[src/rtl/filtered_message_queue_macros.svh]
// Assertion helpers for the message queue.
`ifndef FILTERED_MESSAGE_QUEUE_MACROS_SVH
`define FILTERED_MESSAGE_QUEUE_MACROS_SVH

// Property that holds every clock outside reset.
`define FMQ_ASSERT(label, prop, msg) \
	label: assert property (@(posedge clk) disable iff (!arst_n) (prop)) else $error(msg);

// Property checked only when reset was also released at the prior sample.
`define FMQ_ASSERT_PAST(label, prop, msg) \
	label: assert property (@(posedge clk) disable iff (!arst_n) \
		$past(arst_n) |-> (prop)) else $error(msg);

`endif

[src/rtl/fmq_ram.sv]
module fmq_ram #(
	parameter int Width = 8,
	parameter int Depth = 16
) (
	input  logic                     clk,
	input  logic                     we,
	input  logic [$clog2(Depth)-1:0] waddr,
	input  logic [Width-1:0]         wdata,
	input  logic [$clog2(Depth)-1:0] raddr,
	output logic [Width-1:0]         rdata
);

	logic [Width-1:0] mem [Depth];

	always_ff @(posedge clk) begin
		if (we)
			mem[waddr] <= wdata;
		rdata <= mem[raddr];
	end

endmodule

[config.mk]
export PLATFORM = sky130hd
export DESIGN_NAME = fmq_ram
export DESIGN_NICKNAME = d
export VERILOG_FILES = /design/src/rtl/filtered_message_queue_macros.svh /design/src/rtl/fmq_ram.sv
export SDC_FILE = /design/constraint.sdc
export NUM_CORES = 1
export LEC_CHECK = 0
export ABC_AREA = 1
export ABC_CLOCK_PERIOD_IN_PS = 1290
export BUFFER_PORTS_ARGS = -buffer_cell sky130_fd_sc_hd__buf_2
export CORE_MARGIN = 5
export CORE_UTILIZATION = 35
export DETAILED_ROUTE_END_ITERATION = 10
export PLACE_DENSITY_LB_ADDON = 0.1
export SLEW_MARGIN = 20
export SYNTH_ARGS = -nofsm -noshare
export SYNTH_HDL_FRONTEND = slang
export SYNTH_SLANG_ARGS = --single-unit
[constraint.sdc]
create_clock -name clk -period 1.29 [get_ports clk]
set_input_delay 0.258 -clock clk [delete_from_list [all_inputs] [get_ports clk]]
set_output_delay 0.258 -clock clk [all_outputs]
set_load 0.03 [all_outputs]
Word-level counts from Yosys, hierarchy flattened
Memory sizes are Yosys's and may differ from the RTL's. A register that Yosys moved wholly into a read port is not among the register bits. Cells that the tools add are included. W data, S select, Z words.

Flip-flop bits (word level): 0. Bits in latches: 0. Memory bits (writable): 128. Bits in read-only memories: 0. Input bits: 18. Output and inout port bits: 8. Logic and storage cells: 3. Memories kept: 1.

Add/sub/neg operators: 0. Multiply operators: 0. Divide/modulo/power cells: 0. $lt $le $gt $ge: 0. Equal/unequal tests: 0. Shift-type cells: 0. Muxes and demuxes: 2. Bitwise logic cells: 0. Reductions and logical operators: 0.

Memory list: mem (depth 16, bits a word 8, rd ports 1, clocked after Yosys merged registers in 1, wr ports 1, RTL line fmq_ram.sv:13) `logic [Width-1:0] mem [Depth];`.

Operators by type and width (number): $mux W1 (2).

Depth between registers and ports, before layout
Depth in word-level cells: 2. Depth in mapped cells: 8. Mapped depth without buffers: 7.

Worst setup path after synthesis
OpenSTA, ideal clock, no wires.

Path kind: input to register. Start point: input port waddr[3]. End point: memory mem[4][0] (enable). Setup time: 0.370 ns. Arrival time: 0.839 ns. Data required time: 0.920 ns. Path slack: 0.081 ns. Stages on the path: 2. Buffers on the path: 0. Cell sequence: nand3b_1 -> nor2_1.

RTL lines: from (decl) (RTL line fmq_ram.sv:7) `input logic [$clog2(Depth)-1:0] waddr,`; to (decl) (RTL line fmq_ram.sv:13).

Straight into the memory's write port.

Worst setup path in the final report
Start point: register rdata[6] (read register of mem). End point: output port rdata[6].

RTL lines: from (decl) (RTL line fmq_ram.sv:10) `output logic [Width-1:0] rdata`.

No word-level cell between the ends.

==> flow_metrics.py <==
metrics = {
    "power": {
        "clock_power_share_pct": 42.6,
        "pwr_density_cell_nw_per_um2": 1440,
        "peakVddDrop_uv": 918,
        "power.share.combinational_pct": 7.3,
        "power.switching_fraction_pct": 21.9,
        "intPower_mw": 7.76,
        "switching_power_mw": 2.17,
        "total_leakage_power_nw": 2.99,
        "seq_power_share_pct": 50.1,
    },
    "detailed_routing": {
        "detail-route-antenna-nets": 0,
        "routed_wirelength_mm": 14.0,
        "routed-via-count": 3790,
        "drt_iter0_markers": 254,
        "route.detailed.vias_per_inst": 4.50,
        "drt-pass1-iter-count": 4,
        "routedWlPerCell_um": 16.7,
        "drt_drc_violations_left": 0,
    },
    "floorplan": {
        "initial_utilization_pct": 35.3,
        "floorplan.rows": 47,
        "fp.dieH_um": 138,
        "floorplan.core_area_um2": 16300,
        "io-pin-count": 26,
        "design.die.area_um2": 19100,
        "dieWidth_um": 138,
    },
    "timing": {
        "clock_skew_ps": 10.8,
        "fin_ws_ps": 36.0,
        "relSlewSlack_pct": 71.6,
        "timing.final.setup_violations": 0,
        "max_freq_mhz": 797,
        "tightest_slew_ps": 426,
        "rsz0062_at_grt": "false",
        "hold_viol": 0,
        "period_needed_ps": 1250,
        "final.period_utilization_pct": 97.2,
        "slew_viol_final": 0,
    },
    "cts": {
        "clk_root_buffer_cell": "clkbuf_16",
        "clk-insertion-delay-late_ps": 420,
        "cts_tree": "done",
        "clock_tree.htree_level_count": 4,
        "post_cts.repair.setup_buffers": 0,
        "cts_max_path_buffers": 2,
        "clkSlewWorstSetupHoldPaths_ps": 50,
        "cts_sink_cnt": 136,
        "cts_inserted_buffers": 17,
    },
    "synthesis": {
        "syn_inst": 551,
        "syn_avg_cell_area_um2": 10.5,
        "synth.ff_latch_count": 136,
        "netlist_area_um2": 5770,
        "synth_fp_nets": 569,
        "yosysUniqueCellTypes": 12,
        "yosys_warnings": 0,
        "yosysSeqAreaShare_pct": 69.4,
    },
    "run": {
        "max_cap_violations": 0,
    },
    "worst_setup_path": {
        "cp-endpoint": "rdata[6]",
        "worst_path_max_delay_cell": "dfxtp_1",
        "r2r.worst_path.cells": 6,
        "worst_path_largest_cell_delay_ps": 390,
        "reg2reg_to": "rdata[6]$_DFF_P_",
        "timing.critical_path.cells": "buf_4",
        "timing.critical_path.from_type": "register",
        "reg2reg_launch_point": "mem[15][6]$_DFFE_PP_",
        "critical_path_arrival_ps": 1000,
        "worst_ep_required_time_ps": 1030,
        "timing.critical_path.buf_inv": 1,
        "critical_path_depth_in_cells": 1,
        "worst-path-max-fanout": 1,
        "crit_path_start": "rdata[6]$_DFF_P_",
        "worstSetupEndpointType": "output port",
        "critical-path-top-delay-family": "flip-flops",
        "critPathKind": "reg -> out",
        "ff2ff_setup_slack_ps": 260,
    },
    "layout": {
        "areaGrowthSynthToFinish_pct": 19.5,
        "fillers": 1631,
        "num_antenna_cells": 0,
        "layout-drive-gt1-share_pct": 14.1,
        "register_area_um2": 4000,
        "final_cell_mix": "nand2_1 (173), edfxtp_1 (128), inv_1 (100)",
        "multi_input_comb_area_um2": 1210,
        "layout.cells.non_filler": 842,
        "finish.net_count": 627,
        "leading_cell_type_in_the_layout_fill_and_taps_excluded": "nand2_1",
    },
    "placed_design": {
        "port_buffers": 25,
        "place_ws_ps": -75.2,
        "placed_cells_incl_taps": 810,
        "dpl.hpwl_mm": 9.14,
        "finalWeightedCongestion": 0.810,
    },
    "grt": {
        "wire_length_of_the_first_global_routing_pass_mm": 21.9,
        "antenna_found_initial": 0,
        "grt_overflow_total": 0,
        "grt_util_all_layers_pct": 15.4,
        "first_global_vias": 3794,
        "grt_max_degree": 53,
    },
    "min_path": {
        "hold_path_class": "in -> reg",
    },
    "run_status": {
        "result_of_the_run": "completed",
    },
}
[Yosys cell counts (all sizes together)]
library cell / n / area [um2]
nand2: 173 / 649
nand3: 97 / 485
nor2: 17 / 63.8
dfxtp: 8 / 160
edfxtp: 128 / 3840
buf: 24 / 166
inv: 102 / 383
nand3b: 2 / 15.0
[sequential cells by signal, summed over array words and instances (netlist names)]
signal	count
rdata	8
mem	128
[repair_timing]
| item | CTS | global route |
|---|---|---|
| gates resized for setup | 1 | 0 |
| hold buffers | 0 | 0 |
| endpoints found under the setup margin | 1 | 0 |
| endpoints found under the hold margin | 0 | 0 |
[per-stage QoR]
step           setup TNS, ps  util [%]  power [mW]  cell area, um2  hold WS [ps]
6_report                   0      42.2        9.94            6890           264
5_1_grt                    0      42.2        10.3            6890           276
4_1_cts                    0      42.2        10.1            6890           259
3_5_place_dp            -918      39.0        5.81            6370           652
3_3_place_gp            -885      39.0        5.81            6370           655
2_1_floorplan              0         -        5.46            5770           357
[worst min-delay path by stage]
stage                                     from                    to  slack, ps  depth (start not counted)
after floorplan                       wdata[0]   mem[0][0]$_DFFE_PP_        360                          0
after global routing                  wdata[4]  mem[14][4]$_DFFE_PP_        280                          1
final                                 wdata[4]   mem[3][4]$_DFFE_PP_        260                          1
after detailed placement  mem[11][7]$_DFFE_PP_      rdata[7]$_DFF_P_        650                          6
after global placement    mem[10][0]$_DFFE_PP_      rdata[0]$_DFF_P_        650                          6
after CTS                             raddr[3]      rdata[7]$_DFF_P_        260                          4
[power by group through the flow]
stage                     clock [mW]  sequential [mW]  combinational (mW)
after global routing            4.56             4.98               0.810
after floorplan                    0             5.11               0.349
after CTS                       4.35             4.98               0.749
after global placement             0             5.06               0.744
final                           4.23             4.98               0.728
after detailed placement           0             5.07               0.746
[layout make-up]
class	count	share of cell area, %
clock buffers	27	7.15
clock inverters	5	0.327
inverters	102	5.56
multi-input cells	289	17.6
flip-flops and latches	136	58.1
well taps	220	3.99
repair buffers	63	7.26
[kinds of logic (layout without fill, tap and decap cells)]
group / Yosys count / count (layout) / synth area share [%]
simple gates: 289 / 289 / 21.0
flops: 136 / 136 / 69.4
buf+inv: 126 / 197 / 9.52
[per-layer routing]
layer  wire (um)  share of wire [%]  vias up  track usage, %
met2        6900                 49       69            25.5
li1            -                  -     1892               -
met3         492                3.5       18            3.28
met4         199                1.4        0            5.15
met1        6450                 46     1811            20.2
met5           0                  0        -               0
[worst register-to-register path, stage by stage, from the launching register on]
cell and delay, ps:
edfxtp_1 360, inv_1 70, nand2_1 50, nand3_1 80, nand3_1 110, nand3_1 180, nand2_1 70
Note: power is estimated with default switching activity, not from simulation.
