[config.mk]
export PLATFORM = sky130hd
export DESIGN_NAME = fmq_ctrl
export DESIGN_NICKNAME = d
export VERILOG_FILES = /design/src/rtl/filtered_message_queue_macros.svh /design/src/rtl/fmq_pkg.sv /design/src/rtl/fmq_ctrl.sv
export SDC_FILE = /design/constraint.sdc
export NUM_CORES = 1
export LEC_CHECK = 0
export BUFFER_PORTS_ARGS = -buffer_cell sky130_fd_sc_hd__buf_2
export CAP_MARGIN = 20
export CORE_AREA = 4 4 392 394
export CTS_BUF_LIST = sky130_fd_sc_hd__clkbuf_16
export DETAILED_ROUTE_END_ITERATION = 12
export DIE_AREA = 0 0 396 398
export PLACE_DENSITY = 0.45
export SLEW_MARGIN = 20
export SYNTH_ARGS = -nofsm -noshare
export SYNTH_HDL_FRONTEND = slang
export SYNTH_SLANG_ARGS = --single-unit
[constraint.sdc]
create_clock -name clk -period 20.2 [get_ports clk]
set_input_delay 2.02 -clock clk [delete_from_list [all_inputs] [get_ports clk]]
set_output_delay 2.02 -clock clk [all_outputs]
set_load 0.02 [all_outputs]
[src/rtl/filtered_message_queue_macros.svh]
// Assertion helpers for the message queue.
`ifndef FILTERED_MESSAGE_QUEUE_MACROS_SVH
`define FILTERED_MESSAGE_QUEUE_MACROS_SVH

// Property that holds every clock outside reset.
`define FMQ_ASSERT(label, prop, msg) \
	label: assert property (@(posedge clk) disable iff (!arst_n) (prop)) else $error(msg);

// Property checked only when reset was also released at the prior sample.
`define FMQ_ASSERT_PAST(label, prop, msg) \
	label: assert property (@(posedge clk) disable iff (!arst_n) \
		$past(arst_n) |-> (prop)) else $error(msg);

`endif

[src/rtl/fmq_pkg.sv]
package fmq_pkg;

	localparam int QueueDepth = 64;
	localparam int IdxW       = $clog2(QueueDepth);
	localparam int CntW       = $clog2(QueueDepth + 1);
	localparam int EntryW     = 7 * 32;

	localparam logic [31:0] CodeQuit   = 32'h0000_0012;
	localparam logic [31:0] CodeMove   = 32'h0000_0200;
	localparam logic [31:0] CodeLDown  = 32'h0000_0201;
	localparam logic [31:0] CodeLUp    = 32'h0000_0202;
	localparam logic [31:0] CodeRDown  = 32'h0000_0204;
	localparam logic [31:0] CodeRUp    = 32'h0000_0205;
	localparam logic [31:0] CodeMDown  = 32'h0000_0207;
	localparam logic [31:0] CodeMUp    = 32'h0000_0208;
	localparam logic [4:0]  FlagLeft   = 5'h01;
	localparam logic [4:0]  FlagRight  = 5'h02;
	localparam logic [4:0]  FlagMiddle = 5'h10;
	localparam logic [31:0] WinAllOnes = 32'hFFFF_FFFF;

	typedef enum logic [2:0] {
		OP_POST    = 3'd0,
		OP_QUIT    = 3'd1,
		OP_MOVE    = 3'd2,
		OP_PRESS   = 3'd3,
		OP_RELEASE = 3'd4,
		OP_PEEK    = 3'd5,
		OP_TAKE    = 3'd6,
		OP_NONE    = 3'd7
	} op_t;

	typedef enum logic [1:0] {
		BTN_LEFT    = 2'd0,
		BTN_RIGHT   = 2'd1,
		BTN_MIDDLE  = 2'd2,
		BTN_INVALID = 2'd3
	} btn_t;

	typedef enum logic [2:0] {
		ST_IDLE,
		ST_TAIL,
		ST_SCAN,
		ST_SHIFT,
		ST_DONE
	} state_t;

	typedef struct packed {
		logic [2:0]  operation;
		logic [31:0] window_handle;
		logic [31:0] message_code;
		logic [31:0] word_param;
		logic [31:0] long_param;
		logic [31:0] event_time;
		logic signed [31:0] pos_x;
		logic signed [31:0] pos_y;
		logic [31:0] code_lo;
		logic [31:0] code_hi;
		logic [1:0]  button_index;
		logic [31:0] button_mask;
	} in_item_t;

	typedef struct packed {
		logic        success;
		logic [31:0] out_window;
		logic [31:0] out_code;
		logic [31:0] out_word;
		logic [31:0] out_long;
		logic [31:0] out_time;
		logic signed [31:0] out_pos_x;
		logic signed [31:0] out_pos_y;
	} out_item_t;

	typedef struct packed {
		logic [31:0] win;
		logic [31:0] code;
		logic [31:0] word;
		logic [31:0] lng;
		logic [31:0] tim;
		logic [31:0] sx;
		logic [31:0] sy;
	} entry_t;

	typedef struct packed {
		logic            we;
		logic [IdxW-1:0] waddr;
		entry_t          wdata;
		logic [IdxW-1:0] raddr;
	} mem_req_t;

	function automatic logic entry_match(entry_t e, logic [31:0] win,
			logic [31:0] lo, logic [31:0] hi);
		logic win_ok;
		begin
			if (win == WinAllOnes)
				win_ok = (e.win == 32'd0);
			else
				win_ok = (win == 32'd0) || (e.win == win);
			if (e.code == CodeQuit)
				entry_match = 1'b1;
			else if (!win_ok)
				entry_match = 1'b0;
			else if (lo == 32'd0 && hi == 32'd0)
				entry_match = 1'b1;
			else
				entry_match = (e.code >= lo) && (e.code <= hi);
		end
	endfunction

endpackage

[src/rtl/fmq_ctrl.sv]
module fmq_ctrl (
	input  logic                  clk,
	input  logic                  arst_n,
	input  logic                  in_valid,
	input  fmq_pkg::in_item_t     in_item,
	output logic                  in_ready,
	output logic                  res_valid,
	output fmq_pkg::out_item_t    res_item,
	input  logic                  res_taken,
	output fmq_pkg::mem_req_t     mem_req,
	input  fmq_pkg::entry_t       mem_rdata,
	output logic [fmq_pkg::CntW-1:0] count
);

	fmq_pkg::state_t state_q, state_d;
	fmq_pkg::in_item_t item_q;
	logic [fmq_pkg::CntW-1:0] count_q, count_d;
	logic [fmq_pkg::CntW-1:0] ptr_q, ptr_d;
	logic quit_q, quit_d;
	logic [4:0] btn_q, btn_d;
	fmq_pkg::out_item_t res_q, res_d;

	logic full;
	fmq_pkg::entry_t new_e;
	logic [4:0] flag;
	logic [31:0] bcode;
	logic [4:0] btn_new;

	assign full      = (count_q == fmq_pkg::CntW'(fmq_pkg::QueueDepth));
	assign in_ready  = (state_q == fmq_pkg::ST_IDLE);
	assign res_valid = (state_q == fmq_pkg::ST_DONE);
	assign res_item  = res_q;
	assign count     = count_q;

	always_comb begin
		flag  = 5'd0;
		bcode = 32'd0;
		unique case (fmq_pkg::btn_t'(in_item.button_index))
			fmq_pkg::BTN_LEFT: begin
				flag  = fmq_pkg::FlagLeft;
				bcode = (in_item.operation == fmq_pkg::OP_PRESS) ?
					fmq_pkg::CodeLDown : fmq_pkg::CodeLUp;
			end
			fmq_pkg::BTN_RIGHT: begin
				flag  = fmq_pkg::FlagRight;
				bcode = (in_item.operation == fmq_pkg::OP_PRESS) ?
					fmq_pkg::CodeRDown : fmq_pkg::CodeRUp;
			end
			fmq_pkg::BTN_MIDDLE: begin
				flag  = fmq_pkg::FlagMiddle;
				bcode = (in_item.operation == fmq_pkg::OP_PRESS) ?
					fmq_pkg::CodeMDown : fmq_pkg::CodeMUp;
			end
			default: ;
		endcase
		btn_new = (in_item.operation == fmq_pkg::OP_PRESS) ? (btn_q | flag) :
			(btn_q & ~flag);
	end

	always_ff @(posedge clk or negedge arst_n) begin
		if (!arst_n) begin
			state_q   <= fmq_pkg::ST_IDLE;
			count_q   <= '0;
			ptr_q     <= '0;
			quit_q    <= 1'b0;
			btn_q     <= '0;
		end else begin
			state_q   <= state_d;
			count_q   <= count_d;
			ptr_q     <= ptr_d;
			quit_q    <= quit_d;
			btn_q     <= btn_d;
		end
	end

	always_ff @(posedge clk) begin
		res_q <= res_d;
		if (in_valid && in_ready)
			item_q <= in_item;
	end

	always_comb begin
		state_d   = state_q;
		count_d   = count_q;
		ptr_d     = ptr_q;
		quit_d    = quit_q;
		btn_d     = btn_q;
		res_d     = res_q;
		mem_req   = '0;
		new_e     = '0;
		unique case (state_q)
			fmq_pkg::ST_IDLE: begin
				if (in_valid) begin
					res_d = '0;
					state_d = fmq_pkg::ST_DONE;
					new_e.win  = in_item.window_handle;
					new_e.word = in_item.word_param;
					new_e.lng  = in_item.long_param;
					new_e.tim  = in_item.event_time;
					new_e.sx   = in_item.pos_x;
					new_e.sy   = in_item.pos_y;
					mem_req.waddr = count_q[fmq_pkg::IdxW-1:0];
					unique case (fmq_pkg::op_t'(in_item.operation))
						fmq_pkg::OP_POST: begin
							new_e.code = in_item.message_code;
							if (!full) begin
								mem_req.we = 1'b1;
								count_d = count_q + 1'b1;
								res_d.success = 1'b1;
							end
						end
						fmq_pkg::OP_QUIT: begin
							new_e = '0;
							new_e.code = fmq_pkg::CodeQuit;
							if (quit_q)
								res_d.success = 1'b1;
							else if (!full) begin
								mem_req.we = 1'b1;
								count_d = count_q + 1'b1;
								quit_d = 1'b1;
								res_d.success = 1'b1;
							end
						end
						fmq_pkg::OP_MOVE: begin
							btn_d = in_item.button_mask[4:0] &
								(fmq_pkg::FlagLeft | fmq_pkg::FlagRight |
								fmq_pkg::FlagMiddle);
							if (count_q != '0) begin
								// fetch the newest entry to test for coalescing
								mem_req.raddr = fmq_pkg::IdxW'(count_q - 1'b1);
								state_d = fmq_pkg::ST_TAIL;
							end else begin
								new_e.code = fmq_pkg::CodeMove;
								new_e.word = in_item.word_param | 32'(btn_d);
								mem_req.we = 1'b1;
								count_d = count_q + 1'b1;
								res_d.success = 1'b1;
							end
						end
						fmq_pkg::OP_PRESS, fmq_pkg::OP_RELEASE: begin
							if (flag != 5'd0) begin
								btn_d = btn_new;
								new_e.code = bcode;
								new_e.word = in_item.word_param | 32'(btn_new);
								if (!full) begin
									mem_req.we = 1'b1;
									count_d = count_q + 1'b1;
									res_d.success = 1'b1;
								end
							end
						end
						fmq_pkg::OP_PEEK, fmq_pkg::OP_TAKE: begin
							if (count_q != '0) begin
								mem_req.raddr = '0;
								ptr_d = '0;
								state_d = fmq_pkg::ST_SCAN;
							end
						end
						default: ;
					endcase
				end
			end
			fmq_pkg::ST_TAIL: begin
				state_d = fmq_pkg::ST_DONE;
				new_e.win  = item_q.window_handle;
				new_e.code = fmq_pkg::CodeMove;
				new_e.word = item_q.word_param | 32'(btn_q);
				new_e.lng  = item_q.long_param;
				new_e.tim  = item_q.event_time;
				new_e.sx   = item_q.pos_x;
				new_e.sy   = item_q.pos_y;
				mem_req.wdata = new_e;
				if (mem_rdata.win == item_q.window_handle &&
						mem_rdata.code == fmq_pkg::CodeMove) begin
					mem_req.we = 1'b1;
					mem_req.waddr = fmq_pkg::IdxW'(count_q - 1'b1);
					res_d.success = 1'b1;
				end else if (!full) begin
					mem_req.we = 1'b1;
					mem_req.waddr = count_q[fmq_pkg::IdxW-1:0];
					count_d = count_q + 1'b1;
					res_d.success = 1'b1;
				end
			end
			fmq_pkg::ST_SCAN: begin
				// ptr_q holds the index whose data is on mem_rdata
				if (fmq_pkg::entry_match(mem_rdata, item_q.window_handle,
						item_q.code_lo, item_q.code_hi)) begin
					res_d.success      = 1'b1;
					res_d.out_window   = mem_rdata.win;
					res_d.out_code     = mem_rdata.code;
					res_d.out_word     = mem_rdata.word;
					res_d.out_long     = mem_rdata.lng;
					res_d.out_time     = mem_rdata.tim;
					res_d.out_pos_x    = mem_rdata.sx;
					res_d.out_pos_y    = mem_rdata.sy;
					if (item_q.operation == fmq_pkg::OP_TAKE) begin
						if (mem_rdata.code == fmq_pkg::CodeQuit)
							quit_d = 1'b0;
						if (ptr_q + 1'b1 < count_q) begin
							mem_req.raddr = fmq_pkg::IdxW'(ptr_q + 1'b1);
							state_d = fmq_pkg::ST_SHIFT;
						end else begin
							count_d = count_q - 1'b1;
							state_d = fmq_pkg::ST_DONE;
						end
					end else
						state_d = fmq_pkg::ST_DONE;
				end else if (ptr_q + 1'b1 < count_q) begin
					ptr_d = ptr_q + 1'b1;
					mem_req.raddr = fmq_pkg::IdxW'(ptr_q + 1'b1);
				end else
					state_d = fmq_pkg::ST_DONE;
			end
			fmq_pkg::ST_SHIFT: begin
				// mem_rdata holds entry ptr_q+1; move it down one slot
				mem_req.we = 1'b1;
				mem_req.waddr = ptr_q[fmq_pkg::IdxW-1:0];
				mem_req.wdata = mem_rdata;
				ptr_d = ptr_q + 1'b1;
				if (ptr_q + 2'd2 < count_q)
					mem_req.raddr = fmq_pkg::IdxW'(ptr_q + 2'd2);
				else begin
					count_d = count_q - 1'b1;
					state_d = fmq_pkg::ST_DONE;
				end
			end
			fmq_pkg::ST_DONE: begin
				if (res_taken)
					state_d = fmq_pkg::ST_IDLE;
			end
			default: state_d = fmq_pkg::ST_IDLE;
		endcase
		if (state_q == fmq_pkg::ST_IDLE)
			mem_req.wdata = new_e;
	end

endmodule

**Yosys cells after proc, flatten, opt, wreduce, memory -nomap -nowiden**

Index checks and enable logic that the tools add are counted.

- Equality and inequality tests: 38
- Reduce and logical (&&, ||, !) cells: 28
- Order comparisons: 4
- Bitwise gates (word level): 6
- Add/subtract/negate cells: 4
- Multiplexer cells: 83

Operators by type and width:

| operator | number |
|---|---|
| case mux 224 bit (2 select lines) | 2 |
| two-way mux 225 bit | 2 |
| two-way mux 224 bit | 2 |
| zero test 32 bit | 4 |
| two-way mux 128 bit | 1 |
| case mux 32 bit (4 select lines) | 1 |
| two-way mux 7 bit | 18 |
| bitwise OR 32 x 5 -> 32 bit | 3 |
| case mux 32 bit (3 select lines) | 1 |
| two-way mux 64 bit | 1 |
| case mux 7 bit (4 select lines) | 2 |
| two-way mux 42 bit | 1 |
| two-way mux 6 bit | 7 |
| case mux 7 bit (3 select lines) | 2 |
| equality test 32 x 10 -> 1 bit (second input constant) | 1 |
| equality test 32 bit | 1 |
| equality test 32 bit (second input constant) | 1 |
| equality test 32 x 5 -> 1 bit (second input constant) | 1 |
| greater-or-equal comparator 32 bit | 1 |
| <= comparator 32 bit | 1 |
| two-way mux 32 bit | 1 |
| case mux 10 bit (3 select lines) | 1 |
| two-way mux 3 bit | 9 |
| inequality test 2 bit (second input constant) | 10 |
| 42 further kinds | 89 |

- Logic and storage cells: 185
- Flip-flop bits (word level): 507
- Output and inout bits: 471

**Depth between registers and ports, before layout**

Gate-level depths: netlist of the first run.

- Word-level depth: 10
- Gate-level depth with buffers: 13

**Worst setup path after synthesis of the first run**

No wires, ideal clock.

- Kind: input-to-reg
- From: input port mem_rdata[174] in the netlist's numbering
- To: register res_q (netlist bit res_item[224]) (enable)
- Setup slack: 4.472 ns
- Stages: 9
- Path buffers: 0
- Arrival time: 15.380 ns
- Required time: 19.851 ns
- Library setup time: 0.349 ns
- Cells stage by stage: ha_1 > a21oi_1 > nand2_1 > a221o_1 > o31a_1 > o21ai_1 > a21oi_1 > a21oi_1 > or2_2

- Cells in the longest elaborated chain, start to end: 8
- Elaborated cells between the ends (all ways): 13
- Classes of those cells: order compare (2); eq/ne (4); mux (4); reduce/logical (3)

Ends and longest elaborated chain:

| item | RTL line | source |
|---|---|---|
| start, declared | fmq_ctrl.sv:11 | `input fmq_pkg::entry_t mem_rdata,` |
| greater-or-equal comparator 32 bit / <= comparator 32 bit (equally long branches) | fmq_pkg.sv:105 | `entry_match = (e.code >= lo) && (e.code <= hi);` |
| logical AND 1 bit | fmq_pkg.sv:105 |  |
| two-way mux 1 bit | fmq_pkg.sv:102 | `else if (lo == 32'd0 && hi == 32'd0)` |
| two-way mux 1 bit | fmq_pkg.sv:100 | `else if (!win_ok)` |
| two-way mux 1 bit | fmq_pkg.sv:98 | `if (e.code == CodeQuit)` |
| two-way mux 1 bit | fmq_ctrl.sv:91 | `unique case (state_q)` |
| inequality test 2 bit (no source line) | - |  |
| AND reduction 4 bit (no source line) (*) | - |  |
| end signal, assigned | fmq_ctrl.sv:77 | `res_q <= res_d;` |
| end, declared | fmq_ctrl.sv:21 | `fmq_pkg::out_item_t res_q, res_d;` |

Every way passes the cells marked *; elsewhere a longest branch is shown, timed or not. The select of a mux whose other input is x is not followed.
A chain may end at the register's enable or synchronous reset.

==> results.cfg, run 1 <==
[status]
status = finished, final reports clean

[sta]
min_period_ps = 7470
finalSetupTns_ps = 0
worst_pin_slew_ps = 1080
whs_ps = 595
finalSetupViolations = 0
drv_slew = 0
fmax_ghz = 0.134
rsz0062_at_grt = no
finalHoldViolations = 0
min_period_over_period_pct = 37.0
max_slew_margin_pct = 27.8
skew_ps = 33.6

[floorplan]
core_sq_mm = 0.150
dieArea_sq_mm = 0.158
io_pins = 1024
die_x_microns = 396
start_util_pct = 16.9
chipHeight_microns = 398
rows = 142

[global_routing]
antenna_found_initial = 46
grt_pass1_wl_microns = 184000
grt_pass1_vias = 22331
grt_use_total_pct = 16.7
grt.overflow.total = 0
grt_max_degree = 125

[clock_tree]
cts-root-buf = clkbuf_16
cts_buffer_depth = 3
cts_setup_buffers = 0
cts_buffers = 67
cts_tree = done
cts-resized-gates = 0
htreeDepth = 3
clock-sinks = 505
ctsHoldBuffers = 0
insertion_delay_ps = 650
clkTransAtPathRegs_ps = 50

[cells_and_area]
nNetsFinal = 3706
drive_gt1_share_pct = 36.4
area_delta_synth_final_pct = 37.2
mostFrequentLayoutCell = buf_2
register_area_sq_mm = 0.0151
fillers = 16279
multi_input_area_sq_mm = 0.00937
mostFrequentLayoutCells = buf_2 (994), edfxtp_1 (484), nand2_1 (242), and3_1 (224), o21ai_0 (219)

[yosys]
syn-num-nets = 2758
syn_inst = 2124
synth_area_per_cell_sq_um = 11.9
ys_seq_area_share_pct = 59.7
postSynth.asyncResetShare_pct = 4.16
synth_edf_count = 484
syn_area_sq_mm = 0.0252
yosys_warnings = 0
synthFlopType = edfxtp_1
yosys_register_bits = 505
synth_cell_types = 70

[worst_setup_path]
crit_fanout = 5
crit_required_ps = 18180
path_class = in -> out
critPathCaptureType = output pin
start_kind = primary input
r2r_setup_slack_ps = 15360
worst_ep_arrival_time_ps = 5450

[power]
p_leak_uw = 0.0149
power_density_mw_per_mm2 = 138
vdd_drop_max_mv = 0.136
power_uw = 4770

[placed_design]
finalWeightedCongestion = 0.890
port_buffers = 994
dpl.hpwl_microns = 107000

[hold_path]
hold_class = reg -> reg

[drt]
drt_iter0_drc = 1571
num_vias = 22070
wl_per_cell_microns = 26.7
first_pass_iters = 7
antenna_violating_nets_post_route = 0
drt-total-wl_microns = 138000
via_per_inst = 4.28
drc = 0

[flow_run]
max_cap_viol_count = 0
worst max-delay path, stage by stage:
cell,delay (ps)
buf_2,190
ha_1,330
nand4_1,150
or2_0,300
a2111oi_0,600
o41ai_1,240
a211oi_2,550
a21oi_2,190
or2_1,270
a221o_1,410
buf_2,180
sequential cells by signal, summed over array words and instances, names as in the netlist:
name / cells
count: 7
quit_q: 1
item_q: 259
res_item: 225
state_q: 3
btn_q: 3
ptr_q: 7
cell usage after synthesis, types with 8 or more instances:
cell type	n	area share [%]
nor2_1	51	0.76
inv_1	84	1.2
dfrtp_1	21	2.1
mux2i_1	193	7.7
nand4_1	37	0.92
and3_1	224	5.6
edfxtp_1	484	58
o21ai_0	219	4.3
a21oi_1	49	0.97
nand2b_1	10	0.25
ha_1	81	4.0
clkbuf_1	121	1.8
xnor2_1	43	1.5
nor3_1	10	0.20
o221ai_1	8	0.28
buf_2	14	0.28
nand2_1	242	3.6
a22o_1	33	1.1
nor4_1	41	1.0
nand3_1	27	0.54
path summary, 6_finish.rpt:
check / cells after the start / from / endpoint
max: 11 / mem_rdata[173] / mem_req[3]
min: 2 / ptr_q[6] / ptr_q[6]
max reg2reg: 9 / item_q[320] / res_item[121]
min reg2reg: 2 / ptr_q[6] / ptr_q[6]
max in group asynchronous: 1 / arst_n / state_q[1]
min in group asynchronous: 1 / arst_n / count[4]
report_power, final:
group          switching [uW]  total, uW  internal [uW]
combinational            1390       1920            533
clock                     527       1160            631
sequential                145       1700           1550
final cells by class:
type                    instances  area share, %
clock buffers                  67           4.84
clock inverters                55           1.21
repair buffers               1016           15.0
inverters                      85          0.943
well taps                    2016           7.29
multi-input cells            1397           27.1
flip-flops and latches        505           43.5
diodes                         21          0.152
per-stage QoR:
step | util [%] | instances | worst slack [ps] | area (sq um)
floorplan | - | 2124 | 4470 | 25200
global placement | 21.7 | 5019 | 12510 | 32500
detailed placement | 21.7 | 5019 | 12480 | 32500
CTS | 23.1 | 5141 | 12480 | 34600
global route | 23.1 | 5145 | 12430 | 34600
finish | 23.1 | 5162 | 12730 | 34600
metal layers:
layer	share of wire (%)	global-route usage, %
met1	38	19.4
met2	48	27.7
met3	8.5	5.21
met4	5.3	8.03
met5	0.21	0.493
cells by family (layout without fill, tap and decap cells):
logic type	after synthesis	count (layout)	synth area share (%)
buf+inv	222	1223	3.37
compound gates	385	385	9.19
flops	505	505	59.7
other cells	0	21	0
simple gates	686	686	14.2
xor+xnor	48	48	1.67
fa+ha+maj	81	81	4.02
mux	197	197	7.88
No activity file was read; power rests on OpenSTA's default activity.
==> inputs of run 2 (changes only) <==
- clock period: 20.2 -> 6.9 ns (I/O delays scaled with it)
==> run 2 against run 1 <==
Effect of this change:
- sequential share of layout area shrank 0.20 points
- core utilization grew 0.11 points
- sequential power grew to 2.9 times the previous value
- die area is the same
- via count shrank 1.3%
- flip-flop and latch count is the same
- critical path type is now reg -> out
- largest cell class unchanged
- largest power group unchanged
==> results.cfg, run 2 (same netlist as run 1, synthesis figures left out) <==
[status]
status = finished, final reports clean

[cells_and_area]
largest_reg_flops = 259
largest_register = item_q
area_delta_synth_final_pct = 37.8
post-route-util_pct = 23.2
mostFrequentLayoutCell = buf_2
nNetsFinal = 3716
drive_gt1_share_pct = 36.8
mostFrequentLayoutCells = buf_2 (994), edfxtp_1 (484), nand2_1 (242), and3_1 (224), o21ai_0 (219)
final_area_sq_mm = 0.0348

[clock_tree]
cts_setup_buffers = 0
insertion_delay_ps = 660
cts_buffers = 70
ctsHoldBuffers = 0
clkTransAtPathRegs_ps = 60
htreeDepth = 3
cts-root-buf = clkbuf_16
clock-sinks = 505
cts-resized-gates = 0
cts_buffer_depth = 3
cts_tree = done

[sta]
worst_pin_slew_ps = 1040
finalSetupViolations = 0
skew_ps = 32.5
finalHoldViolations = 0
max_slew_margin_pct = 30.4
finalSetupTns_ps = 0
rsz0062_at_grt = no
fmax_ghz = 0.190
min_period_ps = 5270
drv_slew = 0
min_period_over_period_pct = 76.3

[power]
p_leak_uw = 0.0150
vdd_drop_max_mv = 0.208
power_density_mw_per_mm2 = 403

[worst_setup_path]
start_kind = register
crit_required_ps = 6210
critPathCaptureType = output pin
path_class = reg -> out
worst_ep_arrival_time_ps = 4580
critPathSlowestCell = nor4_1
crit_path_max_incr_delay_ps = 670
worstPathCellList = xnor2_1, nand4_1, nor4_1, a211oi_1, a211oi_2, a21oi_2, or2_1, a221o_1, buf_2
crit_fanout = 5

[drt]
num_vias = 21785
drt-total-wl_microns = 137000
first_pass_iters = 5
wl_per_cell_microns = 26.4
drc = 0
antenna_violating_nets_post_route = 0
drt_iter0_drc = 1548
via_per_inst = 4.22

[placed_design]
dpl.hpwl_microns = 107000
place_area_sq_mm = 0.0326
port_buffers = 994
finalWeightedCongestion = 0.896

[floorplan]
chipHeight_microns = 398
start_util_pct = 16.9
rows = 142
dieArea_sq_mm = 0.158
io_pins = 1024
core_sq_mm = 0.150
die_x_microns = 396

[global_routing]
grt.overflow.total = 0
grt_max_degree = 111
antenna_found_initial = 53
grt_use_total_pct = 16.5
grt_pass1_vias = 21921
grt_pass1_wl_microns = 182000

[hold_path]
hold_class = in -> async

[flow_run]
max_cap_viol_count = 0
==> run 2: cell types whose count changed in the layout (fill, tap and decap cells not counted), sizes merged <==
cell | previous run | this run
buf | 1016 | 1023
bufinv | 1 | 4
clkbuf | 67 | 70
clkinv | 33 | 26
clkinvlp | 4 | 3
diode | 21 | 18
inv | 102 | 101
==> run 2: layout make-up <==
class	instances	area, sq um
Tap cell	2016	2520
Multi-Input combinational cell	1397	9370
Sequential cell	505	15100
Inverter	85	332
Timing Repair Buffer	1023	5280
Fill cell	16314	115000
Clock inverter	49	419
Antenna cell	18	45.0
Clock buffer	70	1750
==> run 2: worst max-delay path: cells and delay by family, from the launching register on <==
| kind | cells | cell delay [ps] |
|---|---|---|
| AOI/OAI and AO/OA | 4 | 1440 |
| and+or+nand+nor | 3 | 1260 |
| xor gates and xnor gates | 1 | 580 |
| DFF | 1 | 470 |
| buffers and inverters | 1 | 170 |
==> run 2: path summary, 6_finish.rpt <==
path / from / endpoint / slack [ps] / depth (start not counted)
setup / recovery: item_q[299] / mem_req[2] / 1630 / 9
hold / removal: arst_n / ptr_q[5] / 60 / 1
setup reg to reg: item_q[299] / res_item[206] / 2350 / 8
hold reg to reg: quit_q / quit_q / 580 / 2
max in group asynchronous: arst_n / state_q[1] / 6380 / 1
min in group clk: in_item[49] / item_q[49] / 210 / 1
==> run 2: report_power, final <==
part           internal, uW  total (uW)  leakage, uW  switching (uW)
logic                  1600        5560      0.00898            3970
clock network          2010        3520      0.00110            1510
registers              4540        4940      0.00495             401
==> run 2: metal layers <==
metal	GRT usage [%]	vias to the layer above	share of wire, %
met5	0	-	0.20
met4	4.34	46	2.6
met3	4.95	177	7.7
met2	28.6	886	50
met1	19.8	10733	40
li1	-	9943	-
==> run 2: through the flow <==
step	hold slack (ps)	instances	worst slack [ps]	power, uW
floorplan	394	2124	269	8270
global placement	561	5026	1850	10700
detailed placement	571	5026	1770	10700
CTS	9.86	5145	1320	14300
global route	44.4	5147	1310	14800
finish	59.8	5163	1630	14000
